[src/hdl/cwt_pkg.sv]
package cwt_pkg;

   localparam int CharWidth  = 8;
   localparam int CountWidth = 16;

   localparam logic [CountWidth-1:0] LengthLimitReset = 16'd256;
   localparam logic [CountWidth-1:0] LengthLimitMin   = 16'd2;

   localparam logic [CharWidth-1:0] CharHash    = 8'h23;
   localparam logic [CharWidth-1:0] CharEqual   = 8'h3d;
   localparam logic [CharWidth-1:0] CharColon   = 8'h3a;
   localparam logic [CharWidth-1:0] CharDash    = 8'h2d;
   localparam logic [CharWidth-1:0] CharNewline = 8'h0a;
   localparam logic [CharWidth-1:0] CharSingleQ = 8'h27;
   localparam logic [CharWidth-1:0] CharDoubleQ = 8'h22;
   localparam logic [CharWidth-1:0] CharSpace   = 8'h20;
   localparam logic [CharWidth-1:0] CharTab     = 8'h09;
   localparam logic [CharWidth-1:0] CharCr      = 8'h0d;
   localparam logic [CharWidth-1:0] CharNul     = 8'h00;

   typedef enum logic {
      CSR_VALUE_MODE   = 1'b0,
      CSR_LENGTH_LIMIT = 1'b1
   } csr_index_type;

   typedef enum logic [1:0] {
      PH_BETWEEN = 2'd0,
      PH_COMMENT = 2'd1,
      PH_DASHES  = 2'd2,
      PH_WORD    = 2'd3
   } phase_type;

   typedef struct packed {
      logic [CharWidth-1:0] in_char;
      logic                 at_end;
   } req_item_type;

   typedef struct packed {
      logic [CharWidth-1:0]  out_char;
      logic                  char_valid;
      logic                  word_end;
      logic [CountWidth-1:0] word_length;
      logic                  source_end;
   } rsp_item_type;

   function automatic logic is_space(input logic [CharWidth-1:0] c);
      return (c == CharSpace) || ((c >= CharTab) && (c <= CharCr));
   endfunction

endpackage

[src/hdl/config_word_tokenizer_top.sv]
// Channel   Direction  Handshake          Payload
// req_      in         req_valid/stall    req_item  (in_char, at_end)
// rsp_      out        rsp_valid/stall    rsp_item  (out_char, char_valid, word_end,
//                                                    word_length, source_end)
// csr_      in         csr_valid/ready    csr_index, csr_data
//
// One item is accepted per cycle while req_stall is low; each passes through the input
// register and then, if it gives a result, the result register.
// The per-byte state update is a single pass of compares and one 16-bit add.
// Reset is synchronous and returns the word state and registers to defaults.
// When rsp_stall holds a waiting result, the core stops and req_stall rises
// only once the input register is also occupied.
module config_word_tokenizer_top
   import cwt_pkg::*;
(
   input  logic                  clock,
   input  logic                  reset,
   input  logic                  req_valid,
   output logic                  req_stall,
   input  req_item_type          req_item,
   output logic                  rsp_valid,
   input  logic                  rsp_stall,
   output rsp_item_type          rsp_item,
   input  logic                  csr_valid,
   output logic                  csr_ready,
   input  csr_index_type         csr_index,
   input  logic [CountWidth-1:0] csr_data
);

   logic                  value_mode_ff;
   logic [CountWidth-1:0] length_limit_ff;
   logic                  item_valid;
   req_item_type          item;
   logic                  can_take;
   logic                  fire;
   logic                  has_result;
   rsp_item_type          result;

   assign csr_ready = 1'b1;

   always_ff @(posedge clock) begin
      if (reset) begin
         value_mode_ff   <= 1'b0;
         length_limit_ff <= LengthLimitReset;
      end else if (csr_valid && csr_ready) begin
         unique case (csr_index)
            CSR_VALUE_MODE:   value_mode_ff   <= csr_data[0];
            CSR_LENGTH_LIMIT: length_limit_ff <= csr_data;
            default:          value_mode_ff   <= value_mode_ff;
         endcase
      end
   end

   assign fire = item_valid && can_take;

   cwt_input_stage u_input (
      .clock      (clock),
      .reset      (reset),
      .req_valid  (req_valid),
      .req_stall  (req_stall),
      .req_item   (req_item),
      .advance    (fire),
      .item_valid (item_valid),
      .item       (item)
   );

   cwt_core u_core (
      .clock        (clock),
      .reset        (reset),
      .fire         (fire),
      .item         (item),
      .value_mode   (value_mode_ff),
      .length_limit (length_limit_ff),
      .has_result   (has_result),
      .result       (result)
   );

   cwt_output_stage u_output (
      .clock     (clock),
      .reset     (reset),
      .load      (fire && has_result),
      .result    (result),
      .can_take  (can_take),
      .rsp_valid (rsp_valid),
      .rsp_stall (rsp_stall),
      .rsp_item  (rsp_item)
   );

endmodule

[src/hdl/cwt_input_stage.sv]
module cwt_input_stage
   import cwt_pkg::*;
(
   input  logic         clock,
   input  logic         reset,
   input  logic         req_valid,
   output logic         req_stall,
   input  req_item_type req_item,
   input  logic         advance,
   output logic         item_valid,
   output req_item_type item
);

   logic         valid_ff;
   logic         valid_in;
   req_item_type item_ff;

   // The register holds its item until the core consumes it.
   assign req_stall = valid_ff && !advance;
   assign valid_in  = req_stall ? valid_ff : req_valid;

   always_ff @(posedge clock) begin
      if (reset) begin
         valid_ff <= 1'b0;
      end else begin
         valid_ff <= valid_in;
      end
   end

   always_ff @(posedge clock) begin
      if (!req_stall && req_valid) begin
         item_ff <= req_item;
      end
   end

   assign item_valid = valid_ff;
   assign item       = item_ff;

endmodule

[src/hdl/cwt_core.sv]
module cwt_core
   import cwt_pkg::*;
(
   input  logic                  clock,
   input  logic                  reset,
   input  logic                  fire,
   input  req_item_type          item,
   input  logic                  value_mode,
   input  logic [CountWidth-1:0] length_limit,
   output logic                  has_result,
   output rsp_item_type          result
);

   phase_type             phase_ff, phase_in;
   logic                  squote_ff, squote_in;
   logic                  dquote_ff, dquote_in;
   logic [CountWidth-1:0] count_ff, count_in;

   logic [CountWidth-1:0] cap;
   logic [CountWidth-1:0] count_inc;
   logic [CharWidth-1:0]  c;
   logic                  ends;
   logic                  sep;
   logic                  take;
   logic                  quoted;

   assign c         = item.in_char;
   assign ends      = item.at_end || (c == CharNul);
   assign sep       = (c == CharEqual) || (c == CharColon);
   assign cap       = ((length_limit < LengthLimitMin) ? LengthLimitMin : length_limit)
                      - CountWidth'(1);
   assign count_inc = count_ff + CountWidth'(1);
   assign quoted    = squote_ff || dquote_ff;

   always_ff @(posedge clock) begin
      if (reset) begin
         phase_ff  <= PH_BETWEEN;
         squote_ff <= 1'b0;
         dquote_ff <= 1'b0;
         count_ff  <= '0;
      end else if (fire) begin
         phase_ff  <= phase_in;
         squote_ff <= squote_in;
         dquote_ff <= dquote_in;
         count_ff  <= count_in;
      end
   end

   always_comb begin
      phase_in   = phase_ff;
      squote_in  = squote_ff;
      dquote_in  = dquote_ff;
      count_in   = count_ff;
      has_result = 1'b0;
      result     = '0;
      take       = 1'b0;

      if (ends) begin
         has_result        = 1'b1;
         result.source_end = 1'b1;
         if (phase_ff == PH_WORD) begin
            result.word_end    = 1'b1;
            result.word_length = count_ff;
         end
         phase_in  = PH_BETWEEN;
         squote_in = 1'b0;
         dquote_in = 1'b0;
         count_in  = '0;
      end else begin
         unique case (phase_ff)
            PH_BETWEEN: begin
               priority if (is_space(c) || (value_mode && sep)) begin
                  phase_in = PH_BETWEEN;
               end else if (c == CharHash) begin
                  phase_in = PH_COMMENT;
               end else if ((c == CharDash) && !value_mode) begin
                  phase_in = PH_DASHES;
               end else begin
                  take = 1'b1;
               end
            end
            PH_COMMENT: begin
               if (c == CharNewline) begin
                  phase_in = PH_BETWEEN;
               end
            end
            PH_DASHES: begin
               if (c != CharDash) begin
                  take = 1'b1;
               end
            end
            PH_WORD: begin
               if (!quoted && (is_space(c) || (c == CharHash) || (!value_mode && sep))) begin
                  has_result         = 1'b1;
                  result.word_end    = 1'b1;
                  result.word_length = count_ff;
                  phase_in           = PH_BETWEEN;
                  squote_in          = 1'b0;
                  dquote_in          = 1'b0;
                  count_in           = '0;
               end else begin
                  take = 1'b1;
               end
            end
            default: begin
               phase_in = PH_BETWEEN;
            end
         endcase

         // A byte that joins the word: quotes toggle, anything else is stored.
         if (take) begin
            phase_in = PH_WORD;
            priority if (c == CharSingleQ) begin
               squote_in = !squote_ff;
            end else if (c == CharDoubleQ) begin
               dquote_in = !dquote_ff;
            end else begin
               has_result        = 1'b1;
               result.out_char   = c;
               result.char_valid = 1'b1;
               if (count_inc >= cap) begin
                  result.word_end    = 1'b1;
                  result.word_length = count_inc;
                  phase_in           = PH_BETWEEN;
                  squote_in          = 1'b0;
                  dquote_in          = 1'b0;
                  count_in           = '0;
               end else begin
                  count_in = count_inc;
               end
            end
         end
      end
   end

endmodule

[src/hdl/cwt_output_stage.sv]
module cwt_output_stage
   import cwt_pkg::*;
(
   input  logic         clock,
   input  logic         reset,
   input  logic         load,
   input  rsp_item_type result,
   output logic         can_take,
   output logic         rsp_valid,
   input  logic         rsp_stall,
   output rsp_item_type rsp_item
);

   logic         full_ff;
   logic         full_in;
   rsp_item_type item_ff;

   // A new result may enter when the register is empty or drains this cycle.
   assign can_take = !full_ff || !rsp_stall;

   always_comb begin
      if (load) begin
         full_in = 1'b1;
      end else if (full_ff && !rsp_stall) begin
         full_in = 1'b0;
      end else begin
         full_in = full_ff;
      end
   end

   always_ff @(posedge clock) begin
      if (reset) begin
         full_ff <= 1'b0;
      end else begin
         full_ff <= full_in;
      end
   end

   always_ff @(posedge clock) begin
      if (load) begin
         item_ff <= result;
      end
   end

   assign rsp_valid = full_ff;
   assign rsp_item  = item_ff;

endmodule
[config.mk]
export PLATFORM = sky130hd
export DESIGN_NAME = config_word_tokenizer_top
export DESIGN_NICKNAME = d
export VERILOG_FILES = /design/src/hdl/cwt_pkg.sv /design/src/hdl/config_word_tokenizer_top.sv /design/src/hdl/cwt_input_stage.sv /design/src/hdl/cwt_core.sv /design/src/hdl/cwt_output_stage.sv
export SDC_FILE = /design/constraint.sdc
export NUM_CORES = 1
export LEC_CHECK = 0
export BUFFER_PORTS_ARGS = -buffer_cell sky130_fd_sc_hd__buf_4
export CORE_UTILIZATION = 29
export CTS_CLUSTER_SIZE = 10
export DETAILED_ROUTE_END_ITERATION = 10
export SLEW_MARGIN = 5
export SYNTH_ARGS = -nofsm -noshare
export SYNTH_HDL_FRONTEND = slang
export SYNTH_SLANG_ARGS = --single-unit
[constraint.sdc]
create_clock -name clock -period 6.7 [get_ports clock]
set_input_delay 1.005 -clock clock [delete_from_list [all_inputs] [get_ports clock]]
set_output_delay 1.005 -clock clock [all_outputs]
set_load 0.05 [all_outputs]
=== Word level (Yosys, flattened, before mapping) ===
Index checks and enable logic that the tools add are counted.

* Flip-flop bits (word level): 75
* Bits of input ports: 31
* Output and inout bits: 30
* Word-level logic and storage cells: 130

* Add/sub/neg operators: 2
* Order comparisons: 4
* Equality and inequality tests: 15
* Multiplexer cells: 57
* Bitwise logic cells: 2
* Reduce and logical (&&, ||, !) cells: 35

{| class="wikitable"
|+ Operators by type and width
! cell !! number
|-
| $mux W16 || 8
|-
| $mux W17 || 7
|-
| $eq A8 B6 Y1 const B || 7
|-
| $mux W1 || 29
|-
| $mux W2 || 10
|-
| $mux W18 || 1
|-
| $add A16 B1 Y16 const B || 1
|-
| $ge A16 B16 Y1 || 1
|-
| $lt A16 B2 Y1 const B || 1
|-
| $sub A16 B1 Y16 const B || 1
|-
| $logic_and A1 B1 Y1 || 10
|-
| $eq A8 B4 Y1 const B || 1
|-
| $ge A8 B4 Y1 const B || 1
|-
| $le A8 B4 Y1 const B || 1
|-
| $logic_not A1 Y1 || 8
|-
| $logic_not A8 Y1 || 1
|-
| $logic_or A1 B1 Y1 || 8
|-
| $ne A8 B6 Y1 const B || 1
|-
| $ne A6 B1 Y1 const B || 1
|-
| $pmux W2 S3 || 1
|-
| $reduce_and A5 Y1 || 1
|-
| $reduce_bool A5 Y1 || 1
|-
| $eq A2 B2 Y1 const B || 2
|-
| $ne A4 B1 Y1 const B || 1
|-
| other kinds (9) || 11
|}

=== Logic depth before layout (Yosys ltp) ===
Gate-level depths: netlist of the first run.

* Depth after elaboration: 14
* Depth in mapped cells: 18
* Depth with buffers taken out: 17

=== By module ===
From an unflattened synthesis of the first run, not the netlist that was laid out.

* Cells, all modules: 444
* Area total of the unflattened synthesis: 4376.7 um^2

{| class="wikitable"
|+ Modules (own cells, without submodules)
! module !! instances !! cells each !! area an instance (um^2) !! sequential area each (um^2)
|-
| cwt_core || 1 || 319 || 2338.5 || 400.4
|-
| config_word_tokenizer_top || 1 || 81 || 874.6 || 340.3
|-
| cwt_output_stage || 1 || 31 || 843.3 || 830.8
|-
| cwt_input_stage || 1 || 13 || 320.3 || 290.3
|}

=== Worst setup path after synthesis of the first run ===
Ideal clock, no wire load.

* Path type: reg-to-reg
* Start point: register length_limit_ff[9]
* End point: register u_output.item_ff, in the netlist u_output.rsp_item[10] (data pin)
* Setup time: 129 ps
* Arrival: 3906 ps
* Required time: 6571 ps
* Path slack: 2665 ps
* Cell stages (with the launch flop): 19
* Path buffers: 1
* Period minus slack after synthesis: 4035 ps
* Cell sequence: dfxtp_1 > or4_1 > nor3_1 > nand3_1 > o21ai_0 > ha_1 > and2_1 > nand2_1 > nor3_1 > xnor2_1 > ha_1 > nand4_1 > or2_1 > a311oi_1 > a31oi_4 > nor4_2 > buf_2 > a21boi_1 > a21o_1

{| class="wikitable"
|+ RTL lines
! element !! line !! text
|-
| start: declaration || config_word_tokenizer_top.sv:31 || <nowiki>logic [CountWidth-1:0] length_limit_ff;</nowiki>
|-
| start signal: assignment || config_word_tokenizer_top.sv:44 || <nowiki>length_limit_ff <= LengthLimitReset;</nowiki>
|-
| start signal: assignment || config_word_tokenizer_top.sv:48 || <nowiki>CSR_LENGTH_LIMIT: length_limit_ff <= csr_data;</nowiki>
|-
| end signal: assignment || cwt_output_stage.sv:41 || <nowiki>item_ff <= result;</nowiki>
|-
| end: declaration || cwt_output_stage.sv:16 || <nowiki>rsp_item_type item_ff;</nowiki>
|}

=== Worst setup path after layout of the first run ===
* Start point: register length_limit_ff[9]
* End point: register u_core.count_ff[1]

* Longest elaborated chain between the ends: 9

{| class="wikitable"
|+ RTL lines
! element !! line !! text
|-
| $lt A16 B2 Y1 || cwt_core.sv:30 || <nowiki>assign cap = ((length_limit < LengthLimitMin) ? LengthLimitMin : length_limit)</nowiki>
|-
| $mux W16 * || cwt_core.sv:30 ||
|-
| $sub A16 B1 Y16 * || cwt_core.sv:31 || <nowiki>- CountWidth'(1);</nowiki>
|-
| $ge A16 B16 Y1 * || cwt_core.sv:121 || <nowiki>if (count_inc >= cap) begin</nowiki>
|-
| $mux W16 * || cwt_core.sv:121 ||
|-
| $mux W16 * || cwt_core.sv:115 || <nowiki>end else if (c == CharDoubleQ) begin</nowiki>
|-
| $mux W16 * || cwt_core.sv:113 || <nowiki>priority if (c == CharSingleQ) begin</nowiki>
|-
| $mux W16 * || cwt_core.sv:111 || <nowiki>if (take) begin</nowiki>
|-
| $mux W16 * || cwt_core.sv:58 || <nowiki>if (ends) begin</nowiki>
|-
| end signal: assignment || cwt_core.sv:45 || <nowiki>count_ff <= count_in;</nowiki>
|-
| end: declaration || cwt_core.sv:17 || <nowiki>logic [CountWidth-1:0] count_ff, count_in;</nowiki>
|}

Every way passes the cells marked *; elsewhere a longest branch is shown, timed or not.
A chain may end at the register's enable or synchronous reset.

==> run summary, run 1 <==
# nets final = 542
Initial Utilization = 0.303
Power per Cell Area = 236 nW/um^2
clock insertion delay at the later pin of the skew report = 0.35 ns
synth warn = 0
clock slew at reported path FFs = 0.06 ns
Syn-to-layout area delta = 20.7%
Setup-failing EPs final = 0
Critical R2R Launch = length_limit_ff[9]
I/O Buffers = 59
layout cell share with drive strength beyond 1 = 0.201
RePlAce Congestion = 0.841
n_diodes = 0
Final Total Pwr = 1.22 mW
Hold Path Origin = length_limit_ff[7]
total grt overflow = 0
H-tree lvl count = 3
Startpoint Class = register
Least-Margin Pin Slew = 0.867 ns
total iterations of the first detailed-routing run = 5
vias in the first global route = 3,327
CTS tree = done
Clock Sinks = 75
Hold Vio Cnt, Final = 0
post-synthesis sequential area ratio = 0.436
Root Buffer = clkbuf_16
die outline area = 15,200 sq um
Post-CTS Hold Fix Bufs = 0
Crit. Startpoint = length_limit_ff[9]
CTS resizes = 0
Max FO, Critical Path = 10
all-layer global routing usage = 0.141
total wire length = 10,100 um
postcts setup bufs = 0
max_slew headroom = 0.422
Max clock buf depth = 2
pin count of the biggest net entering global routing = 31
# DRC = 0
die height = 123 um
fin area = 5150 sq um
Max-Cap Viols = 0
Die W = 123 um
Final TNS setup = 0 ns
Detail Placement HPWL = 7400 um
synth unique cells = 75
syn avg cell area = 9.60 sq um
Clock Skews = 0.00913 ns
Tmin final = 4.54 ns
first-pass GRT wire length = 16,600 um
core area = 14,100 sq um
asr flop ratio synth = 0
EDFF count, synth = 36
CP Class = register to register
run status = completed
iteration-0 DRC count of the detailed router = 206
Syn Nets = 494
TritonCTS Buffers = 9
P_leak = 2.05 nW
f_max = 0.220 GHz
vias per cell = 5.13
initial antenna violation count = 0
min-delay worst type = register to register
Mapped Area = 4270 sq um
Worst Path Required = 6.98 ns
maximum VDD drop = 0.108 mV
Arr. time, crit path = 4.82 ns
CP endpoint kind = register
ys flop type = dfxtp_1
Hold Slack = 0.477 ns
Final Max Tran Viols = 0
Vias = 3,481
post-route ant nets = 0
Gate Count Post-Synth = 445
FF+latch count, synth = 75
Avg WL per Cell = 14.9 um
Ports = 61
DP Area = 4830 sq um
fin crit share = 0.677
site row count = 43
RSZ-0062 raised after global routing = no
final timing paths:
path	endpoint	slack [ns]	cells past startpoint
max	u_core.count_ff[1]	2.16	17
min	length_limit_ff[7]	0.48	2
max reg2reg	u_core.count_ff[1]	2.16	17
min reg2reg	length_limit_ff[7]	0.48	2
synth_stat cells (all sizes together) (9+ instances only):
| cell | instances | area (sq um) |
|---|---|---|
| a21oi | 30 | 169 |
| a22o | 17 | 149 |
| and3 | 12 | 80.1 |
| buf | 9 | 65.1 |
| clkbuf | 14 | 52.6 |
| dfxtp | 39 | 781 |
| edfxtp | 36 | 1080 |
| ha | 18 | 225 |
| nand2 | 72 | 270 |
| nand3 | 14 | 82.6 |
| nor2 | 30 | 120 |
| nor3 | 13 | 65.1 |
| o21ai | 9 | 48.8 |
| xnor2 | 18 | 158 |
worst max-delay path, cell delays in order, from the launching register on:
cell,delay [ns]
dfxtp_1,0.35
or4_1,0.60
nor3_1,0.27
nand3_1,0.12
o21ai_0,0.26
ha_1,0.25
and2_1,0.17
nand2_1,0.09
nor3_1,0.22
xnor2_1,0.16
ha_1,0.27
o21a_1,0.18
a21oi_1,0.15
o221ai_1,0.18
a31oi_4,0.33
nand3_4,0.18
nor2_1,0.46
a22o_1,0.23
power by group:
part	total [mW]	internal, mW	switching, mW
Combinational	0.168	0.0625	0.105
Clock	0.532	0.329	0.203
Sequential	0.517	0.500	0.0167
stage by stage:
| stage | instances | util | setup WS (ns) |
|---|---|---|---|
| 5_1_grt | 678 | 0.366 | 1.90 |
| 3_5_place_dp | 662 | 0.343 | 2.17 |
| 6_report | 678 | 0.366 | 2.16 |
| 4_1_cts | 678 | 0.366 | 2.16 |
| 3_3_place_gp | 662 | 0.343 | 2.35 |
| 2_1_floorplan | 445 | - | 2.67 |
cell families after synthesis:
family                     count (synthesis)  share of synthesized area
and+or+nand+nor                          189                      0.229
AOI/OAI and AO/OA                        106                      0.194
DFF                                       75                      0.436
buffers and inverters                     30                     0.0337
xor gates and xnor gates                  24                     0.0492
adders and majority gates                 18                     0.0527
muxes                                      2                    0.00498
other                                      1                   0.000878
layout by cell type, fill, tap and decap left out, types with 6 or more instances in the layout:
cell and instances:
clkbuf_16 9, nand4_1 6, xor2_1 6, nand2_1 72, a21oi_1 27, nand3_1 13
nor3_1 13, and3_1 11, buf_4 60, a22o_1 17, dfxtp_1 39, xnor2_1 18
nor2_1 29, edfxtp_1 36, ha_1 18, o21ai_0 6, a21o_1 6
state kept, by name, indices dropped and copies added, names as in the netlist:
| register | cells |
|---|---|
| u_core.phase_ff | 2 |
| u_output.rsp_valid | 1 |
| u_core.squote_ff | 1 |
| length_limit_ff | 16 |
| u_output.rsp_item | 27 |
| value_mode_ff | 1 |
| u_core.count_ff | 16 |
| u_input.item | 9 |
| u_input.item_valid | 1 |
| u_core.dquote_ff | 1 |
per-layer routing:
metal	wire length (um)	vias to the layer above	GRT usage	share of wire
met5	0	-	0	0
met4	208	0	0.0700	0.021
met3	524	15	0.0226	0.052
met2	4360	112	0.209	0.43
met1	5030	1609	0.196	0.50
li1	-	1745	-	-
layout make-up:
cell class,count,area [sq um]
Fill cell,1423,8940
Tap cell,180,225
Clock buffer,9,225
Timing Repair Buffer,60,450
Multi-Input combinational cell,340,2260
Inverter,7,26.3
Sequential cell,75,1860
Clock inverter,7,98.8
Power figures use the tool's default switching activity.
==> inputs of run 2 (changes only) <==
==> constraint.sdc (replaced) <==
create_clock -name clock -period 3.9 [get_ports clock]
set_input_delay 0.585 -clock clock [delete_from_list [all_inputs] [get_ports clock]]
set_output_delay 0.585 -clock clock [all_outputs]
set_load 0.05 [all_outputs]
==> run summary, run 2 (same netlist as run 1, synthesis figures left out) <==
CP Cell Sequence = or4_4 > nor3_4 > nand3_2 > o21ai_2 > ha_2 > and2_4 > nand2_4 > nor3_2 > xnor2_1 > ha_1 > nand4_1 > or2_1 > a311oi_2 > a31oi_4 > nor4_4 > buf_4 > buf_6 > a21boi_2 > a21o_1
Max clock buf depth = 2 (unchanged)
Critical R2R Launch = length_limit_ff[9]
all-layer global routing usage = 0.151 (+0.0101)
Final WS setup = -0.110 ns (-2.27 ns)
Worst Path Required = 4.11 ns (-2.87 ns)
max reg flops = 27 (unchanged)
die outline area = 15,200 sq um (unchanged)
Max-Cap Viols = 0 (unchanged)
Die W = 123 um (unchanged)
largest delay contributor family on the critical path = simple AND/OR/NAND/NOR gates
RePlAce Congestion = 0.821 (-2.4%)
Final Max Tran Viols = 0 (unchanged)
# DRC = 0 (unchanged)
vias in the first global route = 3,439 (+3.4%)
Tmin final = 4.01 ns (-0.529 ns)
Place WS = -0.229 ns (-2.40 ns)
CP Class = register to register
commonest non-fill, non-tap cells in the layout = 87 x buf_4, 71 x nand2_1, 38 x dfxtp_1
Ports = 61 (unchanged)
total grt overflow = 0 (unchanged)
die height = 123 um (unchanged)
Root Buffer = clkbuf_16
maximum VDD drop = 0.202 mV (+87%)
n_diodes = 0 (unchanged)
crit path buf inv count = 2 (+2)
Post-CTS Hold Fix Bufs = 0 (unchanged)
min-delay worst type = input pin to register
register area = 1860 sq um (about the same)
post-route ant nets = 0 (unchanged)
pin count of the biggest net entering global routing = 31 (unchanged)
Hold Vio Cnt, Final = 0 (unchanged)
Clock Skews = 0.00649 ns (-0.00264 ns)
CP endpoint kind = register
failing checks = negative setup slack
CP peak stage delay = 0.55 ns (-0.05 ns)
I/O Buffers = 59 (unchanged)
iteration-0 DRC count of the detailed router = 196 (-4.9%)
total wire length = 10,900 um (+7.2%)
site row count = 43 (unchanged)
Clock Sinks = 75 (unchanged)
Least-Margin Pin Slew = 0.914 ns (+0.0468 ns)
Initial Utilization = 0.303 (unchanged)
vias per cell = 5.10 (-0.64%)
Startpoint Class = register
RSZ-0062 raised after global routing = yes
commonest non-fill, non-tap cell in the layout = buf_4
Setup-failing EPs final = 29 (+29)
Fillers = 1,420 (-0.21%)
# nets final = 576 (+6.3%)
Syn-to-layout area delta = 31.1%
clock slew at reported path FFs = 0.06 ns (about the same)
f_max = 0.249 GHz (+13%)
Power per Cell Area = 362 nW/um^2 (+54%)
core area = 14,100 sq um (unchanged)
Max FO, Critical Path = 5 (-5)
max_slew headroom = 0.391 (-0.0312)
fin crit share = 1.03 (+0.351)
clock insertion delay at the later pin of the skew report = 0.34 ns (about the same)
Hold Path Origin = req_item[6]
footprint of the multi-input gates = 2450 sq um (+8.1%)
Arr. time, crit path = 4.22 ns (-0.60 ns)
CTS tree = done
DP Area = 4990 sq um (+3.4%)
P_leak = 2.26 nW (+10%)
fin area = 5600 sq um (+8.7%)
CP max-delay cell = or4_4
run status = complete, but fails checks
first-pass GRT wire length = 17,400 um (+4.7%)
Detail Placement HPWL = 7700 um (+4.1%)
total iterations of the first detailed-routing run = 5 (unchanged)
layout cell share with drive strength beyond 1 = 0.312 (+0.111)
Avg WL per Cell = 15.2 um (+2.1%)
H-tree lvl count = 3 (unchanged)
Crit. Startpoint = length_limit_ff[9]
initial antenna violation count = 0 (unchanged)
Vias = 3,632 (+4.3%)
TritonCTS Buffers = 9 (unchanged)
[run 2: cell count changes in the layout (fill, tap and decap cells not counted), sizes merged]
cell    change
bufinv      -2
clkbuf      +2
inv         -2
clkinv      +3
buf        +33
[run 2: final cells by class]
| class | instances | area share |
|---|---|---|
| multi-input cells | 340 | 0.437 |
| flip-flops and latches | 75 | 0.333 |
| repair buffers | 94 | 0.134 |
| clock buffers | 10 | 0.0447 |
| well taps | 180 | 0.0402 |
| clock inverters | 6 | 0.00693 |
| inverters | 7 | 0.00469 |
[run 2: through the flow]
stage	power (mW)	hold WS [ns]	std cells	util	TNS, ns
CTS	2.03	0.408	708	0.385	-0.0980
finish	2.03	0.415	712	0.397	-1.75
floorplan	1.11	0.449	445	-	0
detailed placement	1.21	0.475	683	0.354	-6.36
global route	2.11	0.407	712	0.397	-9.40
global placement	1.20	0.474	683	0.354	-0.266
[run 2: path summary, 6_finish.rpt]
path,end,slack [ns],depth (start not counted)
max,u_output.rsp_item[3],-0.11,19
min,u_input.item[6],0.41,1
max reg2reg,u_output.rsp_item[3],-0.11,19
min reg2reg,length_limit_ff[15],0.48,2
[run 2: power by group]
part | switching (mW) | internal [mW] | leakage (nW)
clock | 0.335 | 0.467 | 0.141
sequential | 0.0263 | 0.859 | 0.656
combinational | 0.201 | 0.141 | 1.46
[run 2: repair_timing]
item	CTS	global route
pin swaps	1	14
endpoints found under the setup margin	36	36
cloned	2	1
setup buffers	7	3
resized for setup	20	29
[run 2: metal layers]
| metal | vias to the layer above | GRT usage | part of all wire |
|---|---|---|---|
| met5 | - | 0 | 0 |
| met3 | 13 | 0.0364 | 0.056 |
| met1 | 1693 | 0.198 | 0.48 |
| met4 | 0 | 0.0580 | 0.014 |
| met2 | 109 | 0.237 | 0.45 |
| li1 | 1817 | - | - |
==> inputs of run 3 (changes only) <==
--- a/config.mk
+++ b/config.mk
@@ -9,6 +9,7 @@
 export CORE_UTILIZATION = 29
 export CTS_CLUSTER_SIZE = 10
 export DETAILED_ROUTE_END_ITERATION = 10
+export SKIP_LAST_GASP = 1
 export SLEW_MARGIN = 5
 export SYNTH_ARGS = -nofsm -noshare
 export SYNTH_HDL_FRONTEND = slang
==> run summary, run 3 (same netlist as run 1, synthesis figures left out) <==
Final Max Tran Viols = 0 (unchanged)
die height = 123 um (unchanged)
run status = complete, but fails checks
Internal = 1.47 mW (about the same)
Avg WL per Cell = 15.1 um (-0.60%)
Hold Path Origin = req_item[6]
RSZ-0062 raised after global routing = yes
Final Total Pwr = 2.03 mW (-0.13%)
sequential fraction of design power = 0.437 (about the same)
site row count = 43 (unchanged)
Startpoint Class = register
combinational share of power = 0.168 (about the same)
maximum VDD drop = 0.202 mV (+0.11%)
Final Util = 0.397 (-0.000799)
initial antenna violation count = 0 (unchanged)
CP Cell Sequence = or4_4 > nor3_4 > nand3_2 > o21ai_2 > ha_2 > and2_4 > nand2_4 > nor3_2 > xnor2_1 > ha_1 > nand4_1 > or2_1 > a311oi_2 > a31oi_4 > nor4_4 > buf_4 > buf_6 > a21boi_2 > a21o_1
commonest non-fill, non-tap cells in the layout = 87 x buf_4, 71 x nand2_1, 38 x dfxtp_1
Hold Vio Cnt, Final = 0 (unchanged)
first-pass GRT wire length = 17,300 um (-0.48%)
clock insertion delay at the later pin of the skew report = 0.34 ns (about the same)
Switch Pwr = 0.561 mW (-0.35%)
fin area = 5590 sq um (-0.20%)
Clock Sinks = 75 (unchanged)
Max clock buf depth = 2 (unchanged)
Max-Cap Viols = 0 (unchanged)
Max FO, Critical Path = 5 (unchanged)
P_leak = 2.26 nW (about the same)
CP Class = register to register
total wire length = 10,800 um (-0.60%)
min-delay worst type = input pin to register
Root Buffer = clkbuf_16
Hold Slack = 0.418 ns (+0.00306 ns)
all-layer global routing usage = 0.150 (-0.000790)
Final WS setup = -0.0964 ns (+0.0137 ns)
vias in the first global route = 3,423 (-0.47%)
failing checks = negative setup slack
iteration-0 DRC count of the detailed router = 178 (-9.2%)
post-route ant nets = 0 (unchanged)
crit path buf inv count = 2 (unchanged)
pin count of the biggest net entering global routing = 31 (unchanged)
r2r worst-path depth = 19 (unchanged)
die outline area = 15,200 sq um (unchanged)
non-filler cells, final = 712 (unchanged)
RePlAce Congestion = 0.821 (unchanged)
Ports = 61 (unchanged)
total grt overflow = 0 (unchanged)
footprint of the multi-input gates = 2440 sq um (-0.46%)
f_max = 0.250 GHz (+0.34%)
max_slew headroom = 0.414 (+0.0236)
Syn-to-layout area delta = 30.9%
# DRC = 0 (unchanged)
Least-Margin Pin Slew = 0.879 ns (-0.0355 ns)
DP Cell Count = 683 (unchanged)
Worst Path Required = 4.11 ns (about the same)
max reg flops = 27 (unchanged)
Vias = 3,626 (-0.17%)
Die W = 123 um (unchanged)
switch share = 0.277 (-0.000599)
total iterations of the first detailed-routing run = 4 (-1)
Initial Utilization = 0.303 (unchanged)
Place WS = -0.229 ns (unchanged)
CP endpoint kind = register
CP max-delay cell = or4_4
layout cell share with drive strength beyond 1 = 0.310 (-0.00188)
Critical R2R Launch = length_limit_ff[9]
Setup-failing EPs final = 29 (unchanged)
Fillers = 1,424 (+0.28%)
Clock power frac = 0.396 (about the same)
fin crit share = 1.02 (-0.00352)
DP Area = 4990 sq um (unchanged)
Power per Cell Area = 363 nW/um^2 (about the same)
vias per cell = 5.09 (-0.17%)
clock slew at reported path FFs = 0.06 ns (about the same)
Final TNS setup = -1.44 ns (+0.306 ns)
CP peak stage delay = 0.55 ns (about the same)
H-tree lvl count = 3 (unchanged)
CTS tree = done
n_diodes = 0 (unchanged)
TritonCTS Buffers = 9 (unchanged)
Detail Placement HPWL = 7700 um (unchanged)
# nets final = 576 (unchanged)
Arr. time, crit path = 4.21 ns (about the same)
WHS Path Cells = 1 (unchanged)
RR Endpoint = u_output.rsp_item[3]
register area = 1860 sq um (unchanged)
Clock Skews = 0.00784 ns (+0.00134 ns)
Tmin final = 4.00 ns (-0.0137 ns)
Post-CTS Hold Fix Bufs = 0 (unchanged)
register-to-register setup slack = -0.1 ns (about the same)
I/O Buffers = 59 (unchanged)
hold path endpoint = u_input.item[6]
core area = 14,100 sq um (unchanged)
largest delay contributor family on the critical path = simple AND/OR/NAND/NOR gates
commonest non-fill, non-tap cell in the layout = buf_4
[run 3: cell counts in the layout (fill, tap and decap cells not counted)]
Identical to the previous run, type by type.
[run 3: how the worst max path moves through the flow]
stage | startpoint | to | slack, ns | cells after the start
final | length_limit_ff[9] | u_output.rsp_item[3] | -0.1 | 19
after global routing | length_limit_ff[9] | u_core.squote_ff | -0.31 | 18
after CTS | length_limit_ff[9] | u_core.count_ff[13] | -0.04 | 18
after detailed placement | length_limit_ff[9] | u_output.rsp_item[11] | -0.23 | 18
after global placement | length_limit_ff[9] | u_core.count_ff[4] | -0.04 | 18
after floorplan | length_limit_ff[9] | u_core.count_ff[13] | 0.008 | 17
[run 3: cell type report]
class,count,share of cell area
repair buffers,94,0.134
flip-flops and latches,75,0.333
well taps,180,0.0403
multi-input cells,340,0.436
clock inverters,6,0.00694
clock buffers,10,0.0448
inverters,7,0.00470
[run 3: per-layer routing]
metal	global-route usage	wire length (um)	vias to the layer above
met5	0	0	-
met1	0.198	5110	1698
met4	0.0580	178	0
li1	-	-	1818
met2	0.235	4930	95
met3	0.0364	561	15
[run 3: what timing repair did]
item | 4_1_cts | 5_1_grt
buffers inserted | 7 | 3
setup endpoints to repair | 36 | 36
gates resized for setup | 17 | 30
pin swaps | 1 | 12
gates cloned | 2 | 1
[run 3: worst reg2reg max path: stages (launching register included)]
cell and delay [ns]:
dfxtp_2 0.31, or4_4 0.55, nor3_4 0.16, nand3_2 0.10, o21ai_2 0.16, ha_2 0.22
and2_4 0.16, nand2_4 0.06, nor3_2 0.18, xnor2_1 0.09, ha_1 0.32, nand4_1 0.12
or2_1 0.30, a311oi_2 0.30, a31oi_4 0.15, nor4_4 0.18, buf_4 0.16, buf_6 0.11
a21boi_2 0.15, a21o_1 0.09
[run 3: power by group through the flow]
stage / Sequential, mW / Combinational (mW) / Clock, mW
final: 0.886 / 0.340 / 0.802
after global routing: 0.890 / 0.371 / 0.847
after CTS: 0.886 / 0.328 / 0.818
after detailed placement: 0.901 / 0.311 / 0
after global placement: 0.900 / 0.304 / 0
after floorplan: 0.946 / 0.159 / 0
